==> src/design/stt_pkg.sv <==
// ---------------------------------------------------------------------------
// stt_pkg
// Shared types, token kinds and keyword table for the source text tokenizer.
// ---------------------------------------------------------------------------
package stt_pkg;

    localparam int OFF_W      = 24;
    localparam int KW_CHARS   = 8;
    localparam int PREFIX_W   = KW_CHARS * 8;
    localparam int WCOUNT_W   = 4;
    localparam int KW_COUNT   = 15;
    localparam int FIFO_DEPTH = 4;
    localparam int FIFO_AW    = $clog2(FIFO_DEPTH);
    localparam int FIFO_CW    = FIFO_AW + 1;

    localparam logic [OFF_W-1:0] OFF_MAX = {OFF_W{1'b1}};

    // token kinds
    localparam logic [5:0] KIND_EOF      = 6'd0;
    localparam logic [5:0] KIND_ID       = 6'd1;
    localparam logic [5:0] KIND_INT      = 6'd2;
    localparam logic [5:0] KIND_CHAR     = 6'd3;
    localparam logic [5:0] KIND_STR      = 6'd4;
    localparam logic [5:0] KIND_OROR     = 6'd5;
    localparam logic [5:0] KIND_ANDAND   = 6'd6;
    localparam logic [5:0] KIND_EQEQ     = 6'd7;
    localparam logic [5:0] KIND_PLUS     = 6'd8;
    localparam logic [5:0] KIND_MINUS    = 6'd9;
    localparam logic [5:0] KIND_STAR     = 6'd10;
    localparam logic [5:0] KIND_SLASH    = 6'd11;
    localparam logic [5:0] KIND_LPAREN   = 6'd12;
    localparam logic [5:0] KIND_LBRACK   = 6'd13;
    localparam logic [5:0] KIND_LBRACE   = 6'd14;
    localparam logic [5:0] KIND_RPAREN   = 6'd15;
    localparam logic [5:0] KIND_RBRACK   = 6'd16;
    localparam logic [5:0] KIND_RBRACE   = 6'd17;
    localparam logic [5:0] KIND_DEFINE   = 6'd18;
    localparam logic [5:0] KIND_COLON    = 6'd19;
    localparam logic [5:0] KIND_COMMA    = 6'd20;
    localparam logic [5:0] KIND_ASSIGN   = 6'd21;
    localparam logic [5:0] KIND_QUEST    = 6'd22;
    localparam logic [5:0] KIND_SEMI     = 6'd23;
    localparam logic [5:0] KIND_KW_FIRST = 6'd24;
    localparam logic [5:0] KIND_ERR      = 6'd39;

    // error codes
    localparam logic [1:0] ERR_NONE     = 2'd0;
    localparam logic [1:0] ERR_NO_CHAR  = 2'd1;
    localparam logic [1:0] ERR_OPEN_STR = 2'd2;
    localparam logic [1:0] ERR_BAD_CHAR = 2'd3;

    typedef enum logic [3:0] {
        MODE_IDLE,
        MODE_COMMENT,
        MODE_WORD,
        MODE_NUMBER,
        MODE_STRING,
        MODE_CHARQ,
        MODE_BAR,
        MODE_AMP,
        MODE_EQ,
        MODE_COLON,
        MODE_SLASH,
        MODE_ERROR
    } mode_t;

    typedef struct packed {
        logic [5:0]       kind;
        logic [1:0]       err;
        logic [OFF_W-1:0] start;
        logic [OFF_W-1:0] len;
        logic [7:0]       chr;
        logic             last;
    } result_t;

    // up to two results from one text byte, in order
    typedef struct packed {
        logic [1:0] count;
        result_t    res0;
        result_t    res1;
    } scan_out_t;

    // keyword text, first character in the top byte, zero padded
    localparam logic [PREFIX_W-1:0] KW_TXT [KW_COUNT] = '{
        {"void", 32'h0}, {"char", 32'h0}, {"bool", 32'h0}, {"int", 40'h0},
        {"print", 24'h0}, {"if", 48'h0}, {"then", 32'h0}, {"else", 32'h0},
        {"while", 24'h0}, {"do", 48'h0}, {"break", 24'h0}, {"continue"},
        {"return", 16'h0}, {"false", 24'h0}, {"true", 32'h0}
    };

    localparam logic [WCOUNT_W-1:0] KW_LEN [KW_COUNT] = '{
        4'd4, 4'd4, 4'd4, 4'd3, 4'd5, 4'd2, 4'd4, 4'd4,
        4'd5, 4'd2, 4'd5, 4'd8, 4'd6, 4'd5, 4'd4
    };

    function automatic logic [OFF_W-1:0] sat_inc(input logic [OFF_W-1:0] x);
        return (x != OFF_MAX) ? x + 1'b1 : x;
    endfunction

    // kind of a finished word: keyword on exact match, identifier otherwise
    function automatic logic [5:0] word_kind(input logic [PREFIX_W-1:0] prefix,
                                             input logic [WCOUNT_W-1:0] count);
        logic [5:0] kind;
        logic       hit;
        kind = KIND_ID;
        hit  = 1'b0;
        for (int i = 0; i < KW_COUNT; i++) begin
            if (!hit && KW_LEN[i] == count && KW_TXT[i] == prefix) begin
                hit  = 1'b1;
                kind = KIND_KW_FIRST + 6'(i);
            end
        end
        return kind;
    endfunction

endpackage

==> src/design/stt_result_fifo.sv <==
// ---------------------------------------------------------------------------
// stt_result_fifo
// Four-entry token queue; takes up to two tokens a cycle, gives one unless the token side stalls.
// ---------------------------------------------------------------------------
module stt_result_fifo (
    input  logic               clk,
    input  logic               rst_n,
    input  stt_pkg::scan_out_t scan_out,
    output logic               room,
    output logic               token_valid,
    input  logic               token_stall,
    output stt_pkg::result_t   token
);
    import stt_pkg::*;

    result_t              mem_reg [FIFO_DEPTH];
    logic [FIFO_AW-1:0]   wr_ptr_reg;
    logic [FIFO_AW-1:0]   wr_ptr_next;
    logic [FIFO_AW-1:0]   rd_ptr_reg;
    logic [FIFO_AW-1:0]   rd_ptr_next;
    logic [FIFO_CW-1:0]   count_reg;
    logic [FIFO_CW-1:0]   count_next;
    logic                 pop;
    logic [FIFO_AW-1:0]   wr_ptr_plus1;

    assign pop          = (count_reg != '0) && !token_stall;
    assign room         = count_reg <= FIFO_CW'(FIFO_DEPTH - 2);
    assign wr_ptr_plus1 = wr_ptr_reg + 1'b1;

    always_comb
    begin
        wr_ptr_next = wr_ptr_reg + FIFO_AW'(scan_out.count);
        rd_ptr_next = rd_ptr_reg + FIFO_AW'(pop);
        count_next  = count_reg + FIFO_CW'(scan_out.count) - FIFO_CW'(pop);
    end

    always_ff @(posedge clk or negedge rst_n)
    begin
        if (!rst_n)
        begin
            wr_ptr_reg <= '0;
            rd_ptr_reg <= '0;
            count_reg  <= '0;
        end
        else
        begin
            wr_ptr_reg <= wr_ptr_next;
            rd_ptr_reg <= rd_ptr_next;
            count_reg  <= count_next;
        end
    end

    always_ff @(posedge clk)
    begin
        if (scan_out.count != 2'd0)
        begin
            mem_reg[wr_ptr_reg] <= scan_out.res0;
        end
        if (scan_out.count == 2'd2)
        begin
            mem_reg[wr_ptr_plus1] <= scan_out.res1;
        end
    end

    assign token_valid = count_reg != '0;
    assign token       = mem_reg[rd_ptr_reg];

endmodule

==> src/design/stt_scan.sv <==
// ---------------------------------------------------------------------------
// stt_scan
// Byte register and scanner state; one text byte is scanned per cycle while the queue has room.
// ---------------------------------------------------------------------------
module stt_scan (
    input  logic               clk,
    input  logic               rst_n,
    input  logic               text_valid,
    output logic               text_stall,
    input  logic [7:0]         text_byte,
    input  logic               room,
    output stt_pkg::scan_out_t scan_out
);
    import stt_pkg::*;

    localparam logic [7:0] CH_NUL    = 8'h00;
    localparam logic [7:0] CH_NL     = 8'h0a;
    localparam logic [7:0] CH_DQUOTE = 8'h22;
    localparam logic [7:0] CH_AMP    = 8'h26;
    localparam logic [7:0] CH_SQUOTE = 8'h27;
    localparam logic [7:0] CH_SLASH  = 8'h2f;
    localparam logic [7:0] CH_COLON  = 8'h3a;
    localparam logic [7:0] CH_EQ     = 8'h3d;
    localparam logic [7:0] CH_UNDER  = 8'h5f;
    localparam logic [7:0] CH_BAR    = 8'h7c;

    typedef struct packed {
        mode_t   mode;
        logic    run;
        logic    word;
        logic    emit;
        logic    over;
        result_t res;
    } idle_t;

    typedef struct packed {
        logic       hit;
        logic [5:0] kind;
    } op_t;

    function automatic logic is_alpha(input logic [7:0] b);
        return (b inside {[8'h61:8'h7a], [8'h41:8'h5a]});
    endfunction

    function automatic logic is_digit(input logic [7:0] b);
        return (b inside {[8'h30:8'h39]});
    endfunction

    function automatic logic is_word(input logic [7:0] b);
        return is_alpha(b) || is_digit(b) || (b == CH_UNDER);
    endfunction

    function automatic result_t mk(input logic [5:0] kind, input logic [1:0] err,
                                   input logic [OFF_W-1:0] start,
                                   input logic [OFF_W-1:0] len,
                                   input logic [7:0] chr);
        result_t r;
        r.kind  = kind;
        r.err   = err;
        r.start = start;
        r.len   = len;
        r.chr   = chr;
        r.last  = 1'b0;
        return r;
    endfunction

    function automatic op_t single_op(input logic [7:0] b);
        op_t o;
        o.hit = 1'b1;
        case (b)
            8'h2b:   o.kind = KIND_PLUS;
            8'h2d:   o.kind = KIND_MINUS;
            8'h2a:   o.kind = KIND_STAR;
            8'h28:   o.kind = KIND_LPAREN;
            8'h5b:   o.kind = KIND_LBRACK;
            8'h7b:   o.kind = KIND_LBRACE;
            8'h29:   o.kind = KIND_RPAREN;
            8'h5d:   o.kind = KIND_RBRACK;
            8'h7d:   o.kind = KIND_RBRACE;
            8'h2c:   o.kind = KIND_COMMA;
            8'h3f:   o.kind = KIND_QUEST;
            8'h3b:   o.kind = KIND_SEMI;
            default:
            begin
                o.hit  = 1'b0;
                o.kind = KIND_ERR;
            end
        endcase
        return o;
    endfunction

    // scan of a byte met between tokens
    function automatic idle_t idle_scan(input logic [7:0] b, input logic [OFF_W-1:0] pos);
        idle_t r;
        op_t   o;
        o      = single_op(b);
        r.mode = MODE_IDLE;
        r.run  = 1'b1;
        r.word = 1'b0;
        r.emit = 1'b0;
        r.over = 1'b0;
        r.res  = mk(KIND_EOF, ERR_NONE, pos, '0, 8'h00);
        if (b == CH_NUL)
        begin
            r.emit = 1'b1;
            r.over = 1'b1;
        end
        else if (b inside {8'h20, [8'h09:8'h0d]})
        begin
            r.run = 1'b0;
        end
        else if (b == CH_SQUOTE)
        begin
            r.mode = MODE_CHARQ;
        end
        else if (b == CH_DQUOTE)
        begin
            r.mode = MODE_STRING;
        end
        else if (is_digit(b))
        begin
            r.mode = MODE_NUMBER;
        end
        else if (is_alpha(b))
        begin
            r.mode = MODE_WORD;
            r.word = 1'b1;
        end
        else if (b == CH_BAR)
        begin
            r.mode = MODE_BAR;
        end
        else if (b == CH_AMP)
        begin
            r.mode = MODE_AMP;
        end
        else if (b == CH_EQ)
        begin
            r.mode = MODE_EQ;
        end
        else if (b == CH_COLON)
        begin
            r.mode = MODE_COLON;
        end
        else if (b == CH_SLASH)
        begin
            r.mode = MODE_SLASH;
        end
        else if (o.hit)
        begin
            r.emit = 1'b1;
            r.res  = mk(o.kind, ERR_NONE, pos, OFF_W'(1), 8'h00);
        end
        else
        begin
            r.mode = MODE_ERROR;
            r.emit = 1'b1;
            r.res  = mk(KIND_ERR, ERR_BAD_CHAR, pos, '0, 8'h00);
        end
        return r;
    endfunction

    logic                  stage_valid_reg;
    logic                  stage_valid_next;
    logic [7:0]            byte_reg;
    mode_t                 mode_reg;
    mode_t                 mode_next;
    logic [OFF_W-1:0]      pos_reg;
    logic [OFF_W-1:0]      pos_next;
    logic [OFF_W-1:0]      start_reg;
    logic [OFF_W-1:0]      start_next;
    logic [OFF_W-1:0]      run_reg;
    logic [OFF_W-1:0]      run_next;
    logic [PREFIX_W-1:0]   prefix_reg;
    logic [PREFIX_W-1:0]   prefix_next;
    logic [WCOUNT_W-1:0]   wcount_reg;
    logic [WCOUNT_W-1:0]   wcount_next;

    logic                  accept;
    logic                  fire;
    logic                  over;
    logic                  take_idle;
    logic                  pre_v;
    logic                  main_v;
    result_t               pre_res;
    result_t               main_res;
    idle_t                 idle;
    logic [OFF_W-1:0]      run_inc;
    logic [7:0]            b;

    assign b          = byte_reg;
    assign fire       = stage_valid_reg && room;
    assign text_stall = stage_valid_reg && !room;
    assign accept     = text_valid && !text_stall;
    assign idle       = idle_scan(byte_reg, pos_reg);
    assign run_inc    = sat_inc(run_reg);

    always_comb
    begin
        stage_valid_next = stage_valid_reg;
        if (accept)
        begin
            stage_valid_next = 1'b1;
        end
        else if (fire)
        begin
            stage_valid_next = 1'b0;
        end
    end

    // next scan mode
    always_comb
    begin
        mode_next = mode_reg;
        case (mode_reg)
            MODE_IDLE:
            begin
                mode_next = idle.mode;
            end
            MODE_COMMENT:
            begin
                if (b == CH_NUL)
                begin
                    mode_next = idle.mode;
                end
                else if (b == CH_NL)
                begin
                    mode_next = MODE_IDLE;
                end
            end
            MODE_WORD:
            begin
                if (!is_word(b))
                begin
                    mode_next = idle.mode;
                end
            end
            MODE_NUMBER:
            begin
                if (!is_digit(b))
                begin
                    mode_next = idle.mode;
                end
            end
            MODE_STRING:
            begin
                if (b == CH_DQUOTE)
                begin
                    mode_next = MODE_IDLE;
                end
            end
            MODE_CHARQ:
            begin
                mode_next = MODE_IDLE;
            end
            MODE_BAR:
            begin
                mode_next = (b == CH_BAR) ? MODE_IDLE : MODE_ERROR;
            end
            MODE_AMP:
            begin
                mode_next = (b == CH_AMP) ? MODE_IDLE : MODE_ERROR;
            end
            MODE_EQ, MODE_COLON:
            begin
                mode_next = (b == CH_EQ) ? MODE_IDLE : idle.mode;
            end
            MODE_SLASH:
            begin
                mode_next = (b == CH_SLASH) ? MODE_COMMENT : idle.mode;
            end
            MODE_ERROR:
            begin
                mode_next = MODE_ERROR;
            end
            default:
            begin
                mode_next = idle.mode;
            end
        endcase
        if (over)
        begin
            mode_next = MODE_IDLE;
        end
    end

    // token results and datapath state
    always_comb
    begin
        start_next  = start_reg;
        run_next    = run_reg;
        prefix_next = prefix_reg;
        wcount_next = wcount_reg;
        pre_v       = 1'b0;
        pre_res     = mk(KIND_EOF, ERR_NONE, '0, '0, 8'h00);
        main_v      = 1'b0;
        main_res    = mk(KIND_EOF, ERR_NONE, '0, '0, 8'h00);
        over        = 1'b0;
        take_idle   = 1'b0;
        case (mode_reg)
            MODE_IDLE:
            begin
                take_idle = 1'b1;
            end
            MODE_COMMENT:
            begin
                take_idle = (b == CH_NUL);
            end
            MODE_WORD:
            begin
                if (is_word(b))
                begin
                    for (int i = 0; i < KW_CHARS; i++)
                    begin
                        if (wcount_reg == WCOUNT_W'(i))
                        begin
                            prefix_next[PREFIX_W-1-8*i -: 8] = b;
                        end
                    end
                    if (wcount_reg <= WCOUNT_W'(KW_CHARS))
                    begin
                        wcount_next = wcount_reg + 1'b1;
                    end
                    run_next = run_inc;
                end
                else
                begin
                    pre_v     = 1'b1;
                    pre_res   = mk(word_kind(prefix_reg, wcount_reg), ERR_NONE,
                                   start_reg, run_reg, 8'h00);
                    take_idle = 1'b1;
                end
            end
            MODE_NUMBER:
            begin
                if (is_digit(b))
                begin
                    run_next = run_inc;
                end
                else
                begin
                    pre_v     = 1'b1;
                    pre_res   = mk(KIND_INT, ERR_NONE, start_reg, run_reg, 8'h00);
                    take_idle = 1'b1;
                end
            end
            MODE_STRING:
            begin
                if (b == CH_NUL)
                begin
                    main_v   = 1'b1;
                    main_res = mk(KIND_ERR, ERR_OPEN_STR, start_reg, run_reg, 8'h00);
                    over     = 1'b1;
                end
                else
                begin
                    run_next = run_inc;
                    if (b == CH_DQUOTE)
                    begin
                        main_v   = 1'b1;
                        main_res = mk(KIND_STR, ERR_NONE, start_reg, run_inc, 8'h00);
                    end
                end
            end
            MODE_CHARQ:
            begin
                main_v = 1'b1;
                if (b == CH_NUL)
                begin
                    main_res = mk(KIND_ERR, ERR_NO_CHAR, start_reg, OFF_W'(1), 8'h00);
                    over     = 1'b1;
                end
                else
                begin
                    main_res = mk(KIND_CHAR, ERR_NONE, start_reg, OFF_W'(2), b);
                end
            end
            MODE_BAR, MODE_AMP:
            begin
                main_v = 1'b1;
                if (mode_reg == MODE_BAR && b == CH_BAR)
                begin
                    main_res = mk(KIND_OROR, ERR_NONE, start_reg, OFF_W'(2), 8'h00);
                end
                else if (mode_reg == MODE_AMP && b == CH_AMP)
                begin
                    main_res = mk(KIND_ANDAND, ERR_NONE, start_reg, OFF_W'(2), 8'h00);
                end
                else
                begin
                    // lone bar or ampersand
                    main_res = mk(KIND_ERR, ERR_BAD_CHAR, start_reg, OFF_W'(1), 8'h00);
                    over     = (b == CH_NUL);
                end
            end
            MODE_EQ, MODE_COLON:
            begin
                if (b == CH_EQ)
                begin
                    main_v   = 1'b1;
                    main_res = mk((mode_reg == MODE_EQ) ? KIND_EQEQ : KIND_DEFINE,
                                  ERR_NONE, start_reg, OFF_W'(2), 8'h00);
                end
                else
                begin
                    pre_v     = 1'b1;
                    pre_res   = mk((mode_reg == MODE_EQ) ? KIND_ASSIGN : KIND_COLON,
                                   ERR_NONE, start_reg, OFF_W'(1), 8'h00);
                    take_idle = 1'b1;
                end
            end
            MODE_SLASH:
            begin
                if (b != CH_SLASH)
                begin
                    pre_v     = 1'b1;
                    pre_res   = mk(KIND_SLASH, ERR_NONE, start_reg, OFF_W'(1), 8'h00);
                    take_idle = 1'b1;
                end
            end
            MODE_ERROR:
            begin
                // sticky until end of text, no results
                over = (b == CH_NUL);
            end
            default:
            begin
                take_idle = 1'b1;
            end
        endcase

        if (take_idle)
        begin
            start_next = pos_reg;
            run_next   = OFF_W'(idle.run);
            main_v     = idle.emit;
            main_res   = idle.res;
            over       = idle.over;
            if (idle.word)
            begin
                prefix_next = {b, {(PREFIX_W-8){1'b0}}};
                wcount_next = WCOUNT_W'(1);
            end
        end

        pos_next = sat_inc(pos_reg);
        if (over)
        begin
            pos_next    = '0;
            start_next  = '0;
            run_next    = '0;
            prefix_next = '0;
            wcount_next = '0;
        end
    end

    // pack results in order, mark the final one
    always_comb
    begin
        scan_out.res0  = pre_v ? pre_res : main_res;
        scan_out.res1  = main_res;
        scan_out.count = 2'd0;
        if (fire)
        begin
            scan_out.count = 2'(pre_v) + 2'(main_v);
        end
        if (pre_v && main_v)
        begin
            scan_out.res1.last = 1'b1;
        end
        else
        begin
            scan_out.res0.last = 1'b1;
        end
    end

    always_ff @(posedge clk or negedge rst_n)
    begin
        if (!rst_n)
        begin
            stage_valid_reg <= 1'b0;
            mode_reg        <= MODE_IDLE;
            pos_reg         <= '0;
            start_reg       <= '0;
            run_reg         <= '0;
            prefix_reg      <= '0;
            wcount_reg      <= '0;
        end
        else
        begin
            stage_valid_reg <= stage_valid_next;
            if (fire)
            begin
                mode_reg   <= mode_next;
                pos_reg    <= pos_next;
                start_reg  <= start_next;
                run_reg    <= run_next;
                prefix_reg <= prefix_next;
                wcount_reg <= wcount_next;
            end
        end
    end

    always_ff @(posedge clk)
    begin
        if (accept)
        begin
            byte_reg <= text_byte;
        end
    end

endmodule

==> src/design/source_text_tokenizer_core.sv <==
// ---------------------------------------------------------------------------
// source_text_tokenizer_core
// Streaming lexer: source bytes in, tokens with kind, offset and length out.
// ---------------------------------------------------------------------------
// Takes one text byte per cycle while the token queue has room and turns
// the text into tokens; byte zero ends the text, emits eof (or the error
// of an open string, char literal, lone bar or lone ampersand) and returns
// the lexer to its reset state. A byte is registered, then scanned against
// the scanner state (mode, offsets, the first eight characters of a word
// for the parallel keyword compare); its tokens are written into a
// four-entry queue once it has room, and are offered from the queue. The
// queue delivers one token per cycle while not stalled, so the sustained
// rate is one byte per cycle while bytes give at most one token each; a
// byte that both ends a held word, number or operator and yields a token
// of its own gives two tokens, delivered one at a time. After an error,
// bytes are consumed silently until end of text.
module source_text_tokenizer_core (
    input  logic                      clk,
    input  logic                      rst_n,
    input  logic                      text_valid,
    output logic                      text_stall,
    input  logic [7:0]                text_byte,
    output logic                      token_valid,
    input  logic                      token_stall,
    output logic [5:0]                token_kind,
    output logic [1:0]                error_code,
    output logic [stt_pkg::OFF_W-1:0] token_start,
    output logic [stt_pkg::OFF_W-1:0] token_length,
    output logic [7:0]                char_value,
    output logic                      last_of_run
);
    import stt_pkg::*;

    scan_out_t scan_out;
    result_t   token;
    logic      room;

    stt_scan u_scan (
        .clk        (clk),
        .rst_n      (rst_n),
        .text_valid (text_valid),
        .text_stall (text_stall),
        .text_byte  (text_byte),
        .room       (room),
        .scan_out   (scan_out)
    );

    stt_result_fifo u_fifo (
        .clk         (clk),
        .rst_n       (rst_n),
        .scan_out    (scan_out),
        .room        (room),
        .token_valid (token_valid),
        .token_stall (token_stall),
        .token       (token)
    );

    assign token_kind   = token.kind;
    assign error_code   = token.err;
    assign token_start  = token.start;
    assign token_length = token.len;
    assign char_value   = token.chr;
    assign last_of_run  = token.last;

endmodule

==> config.mk <==
export PLATFORM = sky130hd
export DESIGN_NAME = source_text_tokenizer_core
export DESIGN_NICKNAME = d
export VERILOG_FILES = /design/src/design/stt_pkg.sv /design/src/design/stt_result_fifo.sv /design/src/design/stt_scan.sv /design/src/design/source_text_tokenizer_core.sv
export SDC_FILE = /design/constraint.sdc
export NUM_CORES = 1
export LEC_CHECK = 0
export BUFFER_PORTS_ARGS = -buffer_cell sky130_fd_sc_hd__buf_2
export CAP_MARGIN = 20
export CORE_ASPECT_RATIO = 0.5
export CORE_UTILIZATION = 40
export CTS_BUF_LIST = sky130_fd_sc_hd__clkbuf_4 sky130_fd_sc_hd__clkbuf_8
export DETAILED_ROUTE_END_ITERATION = 10
export PLACE_DENSITY = 0.63
export SETUP_SLACK_MARGIN = 0.15
export SLEW_MARGIN = 20
export SYNTH_ARGS = -nofsm -noshare
export SYNTH_HDL_FRONTEND = slang
export SYNTH_HIERARCHICAL = 1
export SYNTH_SLANG_ARGS = --single-unit
==> constraint.sdc <==
create_clock -name clk -period 11.5 [get_ports clk]
set_input_delay 0.575 -clock clk [delete_from_list [all_inputs] [get_ports clk]]
set_output_delay 0.575 -clock clk [all_outputs]
set_load 0.02 [all_outputs]
==> results of run 1 <==
[cells in the final DEF, fill, tap and decap left out, types with 58 or more instances in the layout]
| master | instances |
|---|---|
| a22o_1 | 101 |
| buf_2 | 77 |
| clkbuf_8 | 70 |
| dfrtp_1 | 150 |
| edfxtp_1 | 268 |
| mux2_1 | 89 |
| mux2_2 | 84 |
| mux2_4 | 89 |
| mux4_2 | 65 |
| nand2_1 | 176 |
| nand3_1 | 58 |
| nor2_1 | 96 |
[area by class of cell]
type                            instances  area, µm²  share of cell area
Inverter                               25      93.84            0.003605
Multi-Input combinational cell       1336      11110              0.4267
Clock inverter                         30      190.2            0.007306
Tap cell                              768      960.9             0.03691
Sequential cell                       420      11860              0.4554
Timing Repair Buffer                  118      716.9             0.02754
Clock buffer                           89       1106             0.04249
[worst min-delay path by stage]
stage,to,slack [ns],cells after the start
global placement,u_scan/prefix_reg[7],0.48,1
detailed placement,u_scan/prefix_reg[7],0.48,1
floorplan,u_fifo/count_reg[0],0.28,0
global route,u_scan/b[5],0.1,1
finish,u_scan/prefix_reg[27],0.07,1
CTS,u_scan/prefix_reg[24],0.08,1
[kinds of logic after synthesis]
group	Yosys count	synth area share
and+or+nand+nor	626	0.1408
xor gates and xnor gates	43	0.01585
DFF	420	0.4988
muxes	329	0.2007
buffers and inverters	165	0.03655
adders and majority gates	11	0.006109
AOI/OAI and AO/OA	327	0.1013
[through the flow]
step	instance area, µm²	setup WS [ns]	util	cells	hold slack, ns
3_3_place_gp	24700	5.474	0.4257	2666	0.4767
5_1_grt	26030	4.876	0.4486	2786	0.09510
2_1_floorplan	23760	2.781	-	1921	0.2794
6_report	26030	5.093	0.4486	2786	0.07453
4_1_cts	26000	5.251	0.4482	2785	0.08325
3_5_place_dp	24710	5.280	0.4258	2666	0.4807
[power breakdown]
part           internal [mW]  total [mW]  switching [mW]
Clock                  0.656        1.28           0.621
Sequential              2.08        2.29           0.214
Combinational          0.908        2.48            1.57
[metal layers]
layer,global-route usage,vias up
li1,-,7525
met1,0.2935,8386
met3,0.03446,77
met2,0.3231,491
met4,0.04646,0
met5,0,-
==> results.md, run 1 <==
- Status: complete, no violations
- Post-CTS Setup Inserts: 0
- Fin. max-slew vios: 0
- Worst reg2reg path endpoint: u_fifo/mem_reg[2][64]
- Post-synth ARST share: 0.3619
- Crit path max-delay family: simple AND/OR/NAND/NOR gates
- Initial Util: 0.4095
- Met3 WL: 3449 µm
- Worst Hold Class: primary input to async pin
- Placement row count: 62
- Layout cells sized above 1: 0.2463
- WP data required: 11.86 ns
- Routed metal-1 wirelength: 29060 µm
- Mean Syn Cell Area: 12.37 µm²
- Fin. Hold Viols: 0
- Number of unique standard cell types used by synthesis: 90
- Crit path top cell by count: buf_4
- Largest net degree at the start of global routing: 99
- Via count: 16480
- # hold bufs at CTS: 0
- Reg2reg path depth: 14
- Worst-Margin Slew: 1.085 ns
- Via-to-Cell Ratio: 5.915
- CTS Buf Count: 68
- Post-Synthesis Cells: 1921
- Final #Nets: 1992
- Post-CTS sizing: 0
- Relative slew margins: 0.2751
- Io pins: 79
- Worst path depth: 14
- # clock sinks: 420
- CP endpoint: u_fifo/mem_reg[2][64]
- Yosys warns: 6
- Power Density: 232.2 mW/mm²
- CP Launch Type: register
- Post-DP HPWL: 38540 µm
- #FFs+latches synth: 420
- Antenna cells: 0
- Cell area after synthesis: 0.02376 mm²
- Clock slew at reported path FFs: 0.06 ns
- Seq/Total Area, Yosys: 0.4988
- Fin crit share: 0.5572
- Tmin final: 6.407 ns
- Initial DRC Count: 1483
- Final RePlAce weighted congestion: 0.9352
- Top_reg_cell synth: edfxtp_1
- Die height: 174.3 µm
- First-pass GRT wire length: 97190 µm
- Worst vdd ir: 0.0002260 V
- Skew-Pair Late Insertion Delay: 0.65 ns
- CTS H-tree lvls: 3
- Post-detailed-routing wire length: 62060 µm
- RSZ-0062 raised after global routing: no
- Layout Area Growth over Synthesis: 9.563%
- Final setup fails: 0
- Pwr Total: 6.046 mW
- Crit path arrival time: 6.77 ns
- IO Port Bufs: 78
- Grt total ovfl: 0
- FILL cells: 5352
- WL met2: 28640 µm
- FF-to-FF Start: u_scan/b[0]
- WP buf/inv: 4
- Post-route ant nets: 0
- Max reg flops: 260
- Crit-path cells: buf_4 > or4_1 > o221ai_1 > and4_1 > or2_2 > nor2_2 > inv_2 > ha_1 > inv_1 > nor2_1 > nor2b_4 > and3b_4 > buf_4 > mux2_2
- Fmax: 156.1 MHz
- Clk_skew: 0.03452 ns
- Root Buffer: clkbuf_8
- Die footprint: 0.06044 mm²
- Core area: 0.05803 mm²
- EDFF count, synth: 268
- Clk buf depth: 3
- Commonest cells in the synthesized netlist: edfxtp_1, nand2_1, dfrtp_1
- Vias in the first global route: 16510
- Antenna violations before repair: 0
- CP endpoint kind: register
- P_leak: 10.14 nW
- Flop-to-flop setup slack: 5.09 ns
- Max stage delay cell, worst path: buf_4
- Synth area leaders: edfxtp_1, dfrtp_1, mux4_2
- Syn nets: 1944
- Total of max-cap violations: 0
- Post-synth top area share: 0.3387
- CTS tree: done
- CP startpoint: u_scan/b[0]
- Setup CP Type: register to register
- Max FO, Critical Path: 43
- WL per Instance: 22.28 µm
- # DRC: 0
- Leading area contributor after synthesis: edfxtp_1
- GRT Overall Usage: 0.2043
- Most common cell in the netlist: edfxtp_1
- CP max stage delay: 0.81 ns
- Die Width: 346.7 µm
- Max layer used: met4
- DR pass1 iterations: 5
- Fin Setup TNS: 0 ns
No activity file was read; power rests on OpenSTA's default activity.
==> run 2: changes to the inputs <==
Clock period 11.5 ns to 5.97 ns, I/O delays scaled along.
==> results.md, run 2 (synthesized netlist as in run 1, its figures left out) <==
- Status: complete, no violations
- Layout Area Growth over Synthesis: 11.01%
- Vias in the first global route: 16690 (+1.0%)
- Antenna cells: 0 (unchanged)
- Layout cells sized above 1: 0.2516 (+0.005310)
- Root Buffer: clkbuf_8
- Total of max-cap violations: 0 (unchanged)
- Final RePlAce weighted congestion: 0.9343 (about the same)
- Initial Util: 0.4095 (unchanged)
- Clk buf depth: 3 (unchanged)
- Io pins: 79 (unchanged)
- Fin. Hold Viols: 0 (unchanged)
- Die Width: 346.7 µm (unchanged)
- Fin. max-slew vios: 0 (unchanged)
- Via-to-Cell Ratio: 5.974 (+1.0%)
- Fin Setup TNS: 0 ns (unchanged)
- Max stage delay cell, worst path: or4b_1
- Fin crit share: 0.8303 (+0.2731)
- # hold bufs at CTS: 11 (+11)
- Post-route cell area: 0.02638 mm² (+1.3%)
- Post-DP HPWL: 39770 µm (+3.2%)
- CTS Buf Count: 68 (unchanged)
- Commonest non-fill, non-tap cells in the layout: edfxtp_1, nand2_1, dfrtp_1
- Max reg flops: 260 (unchanged)
- CTS H-tree lvls: 3 (unchanged)
- CP max stage delay: 0.77 ns (-0.04 ns)
- Max FO, Critical Path: 21 (-51%)
- Fmax: 201.7 MHz (+29%)
- Via count: 16770 (+1.8%)
- Tmin final: 4.957 ns (-1.451 ns)
- Clk_skew: 0.02960 ns (-0.004927 ns)
- DR pass1 iterations: 7 (+2)
- Crit path max-delay family: simple AND/OR/NAND/NOR gates
- First-pass GRT wire length: 98860 µm (+1.7%)
- Post-route ant nets: 0 (unchanged)
- Cell Area, Placed: 0.02486 mm² (+0.62%)
- IO Port Bufs: 78 (unchanged)
- Worst Hold Class: primary input to async pin
- Placement row count: 62 (unchanged)
- Final #Nets: 2010 (+0.90%)
- Crit path arrival time: 5.34 ns (-1.43 ns)
- Worst-Margin Slew: 1.153 ns (+0.06781 ns)
- CTS tree: done
- WP buf/inv: 1 (-3)
- Initial DRC Count: 1585 (+6.9%)
- Crit-path cells: or4b_1 > o311a_1 > a211oi_2 > or4b_1 > a21o_1 > ha_1 > and3_1 > nor2b_4 > and3b_4 > buf_4 > mux2_2
- Setup CP Type: register to register
- # clock sinks: 420 (unchanged)
- Post-CTS Setup Inserts: 0 (unchanged)
- WP data required: 6.35 ns (-5.51 ns)
- P_leak: 10.29 nW (+1.5%)
- Skew-Pair Late Insertion Delay: 0.64 ns (about the same)
- GRT Overall Usage: 0.2082 (+0.003923)
- CP endpoint kind: register
- FF-to-FF Start: u_scan/b[4]
- Antenna violations before repair: 0 (unchanged)
- # DRC: 0 (unchanged)
- Relative slew margins: 0.2118 (-0.06332)
- Grt total ovfl: 0 (unchanged)
- CP Launch Type: register
- Crit path top cell by count: or4b_1
- Post-CTS sizing: 0 (unchanged)
- Most common cell after layout, fill and taps aside: edfxtp_1
- WL per Instance: 22.41 µm (+0.62%)
- Die height: 174.3 µm (unchanged)
- RSZ-0062 raised after global routing: no
- Power Density: 449.7 mW/mm² (+94%)
- Worst vdd ir: 0.0004039 V (+79%)
- Final setup fails: 0 (unchanged)
- Clock slew at reported path FFs: 0.07 ns (about the same)
- CP startpoint: u_scan/b[4]
- Post-detailed-routing wire length: 62920 µm (+1.4%)
- Largest net degree at the start of global routing: 58 (-41%)
- Core area: 0.05803 mm² (unchanged)
- Die footprint: 0.06044 mm² (unchanged)
## run 2: cell count changes in the layout (fill, tap and decap cells not counted), moves of 3 or more
cell | previous run | this run
dlygate4sd3_1 | 0 | 11
clkbuf_4 | 19 | 22
clkbuf_8 | 70 | 80
buf_12 | 0 | 8
clkinv_1 | 14 | 8
clkinv_2 | 9 | 6
## run 2: area by class of cell
cell class	instances	area, µm²
inverter	25	93.84
clock inverter	20	131.4
tap	768	960.9
timing repair buffer	136	959.7
fill	5291	31650
sequential	420	11860
multi-input combinational	1336	11110
clock buffer	102	1266
## run 2: worst paths after layout
path,endpoint,slack [ns],cells after the start
setup / recovery,u_fifo/mem_reg[2][17],1.01,11
hold / removal,u_scan/prefix_reg[20],0.20,2
setup reg to reg,u_fifo/mem_reg[2][17],1.01,11
hold reg to reg,u_scan/prefix_reg[7],0.49,1
max in group asynchronous,u_fifo/rd_ptr_reg[0],4.50,3
min in group clk,u_scan/b[2],0.37,2
## run 2: metrics by stage
step | cells | total power [mW] | hold slack (ns) | util | setup slack (ns)
finish | 2807 | 11.86 | 0.2034 | 0.4545 | 1.013
global route | 2807 | 12.46 | 0.2386 | 0.4545 | 0.7944
CTS | 2807 | 11.96 | 0.1896 | 0.4544 | 1.026
detailed placement | 2674 | 9.315 | 0.3054 | 0.4285 | 1.070
global placement | 2674 | 9.246 | 0.3042 | 0.4285 | 1.119
floorplan | 1921 | 7.729 | 0.002909 | - | 0.3523
## run 2: report_power, final
group	switching [mW]	internal, mW
Sequential	0.522	3.99
Combinational	2.93	1.82
Clock	1.20	1.41
Total	4.65	7.21
## run 2: worst register-to-register path: cells and delay by family (launching register included)
| kind | cells | cell delay [ns] |
|---|---|---|
| DFF | 1 | 0.62 |
| and+or+nand+nor | 5 | 2.17 |
| buffers and inverters | 1 | 0.39 |
| muxes | 1 | 0.42 |
| adders and majority gates | 1 | 0.28 |
| AOI/OAI and AO/OA | 3 | 0.82 |
## run 2: per-layer routing
layer  wire length [µm]  vias to the layer above  global-route usage
met2              29300                      596              0.3307
met4               1589                        0             0.06637
met5                  0                        -                   0
met1              28320                     8494              0.2887
li1                   -                     7567                   -
met3               3705                      112             0.03820
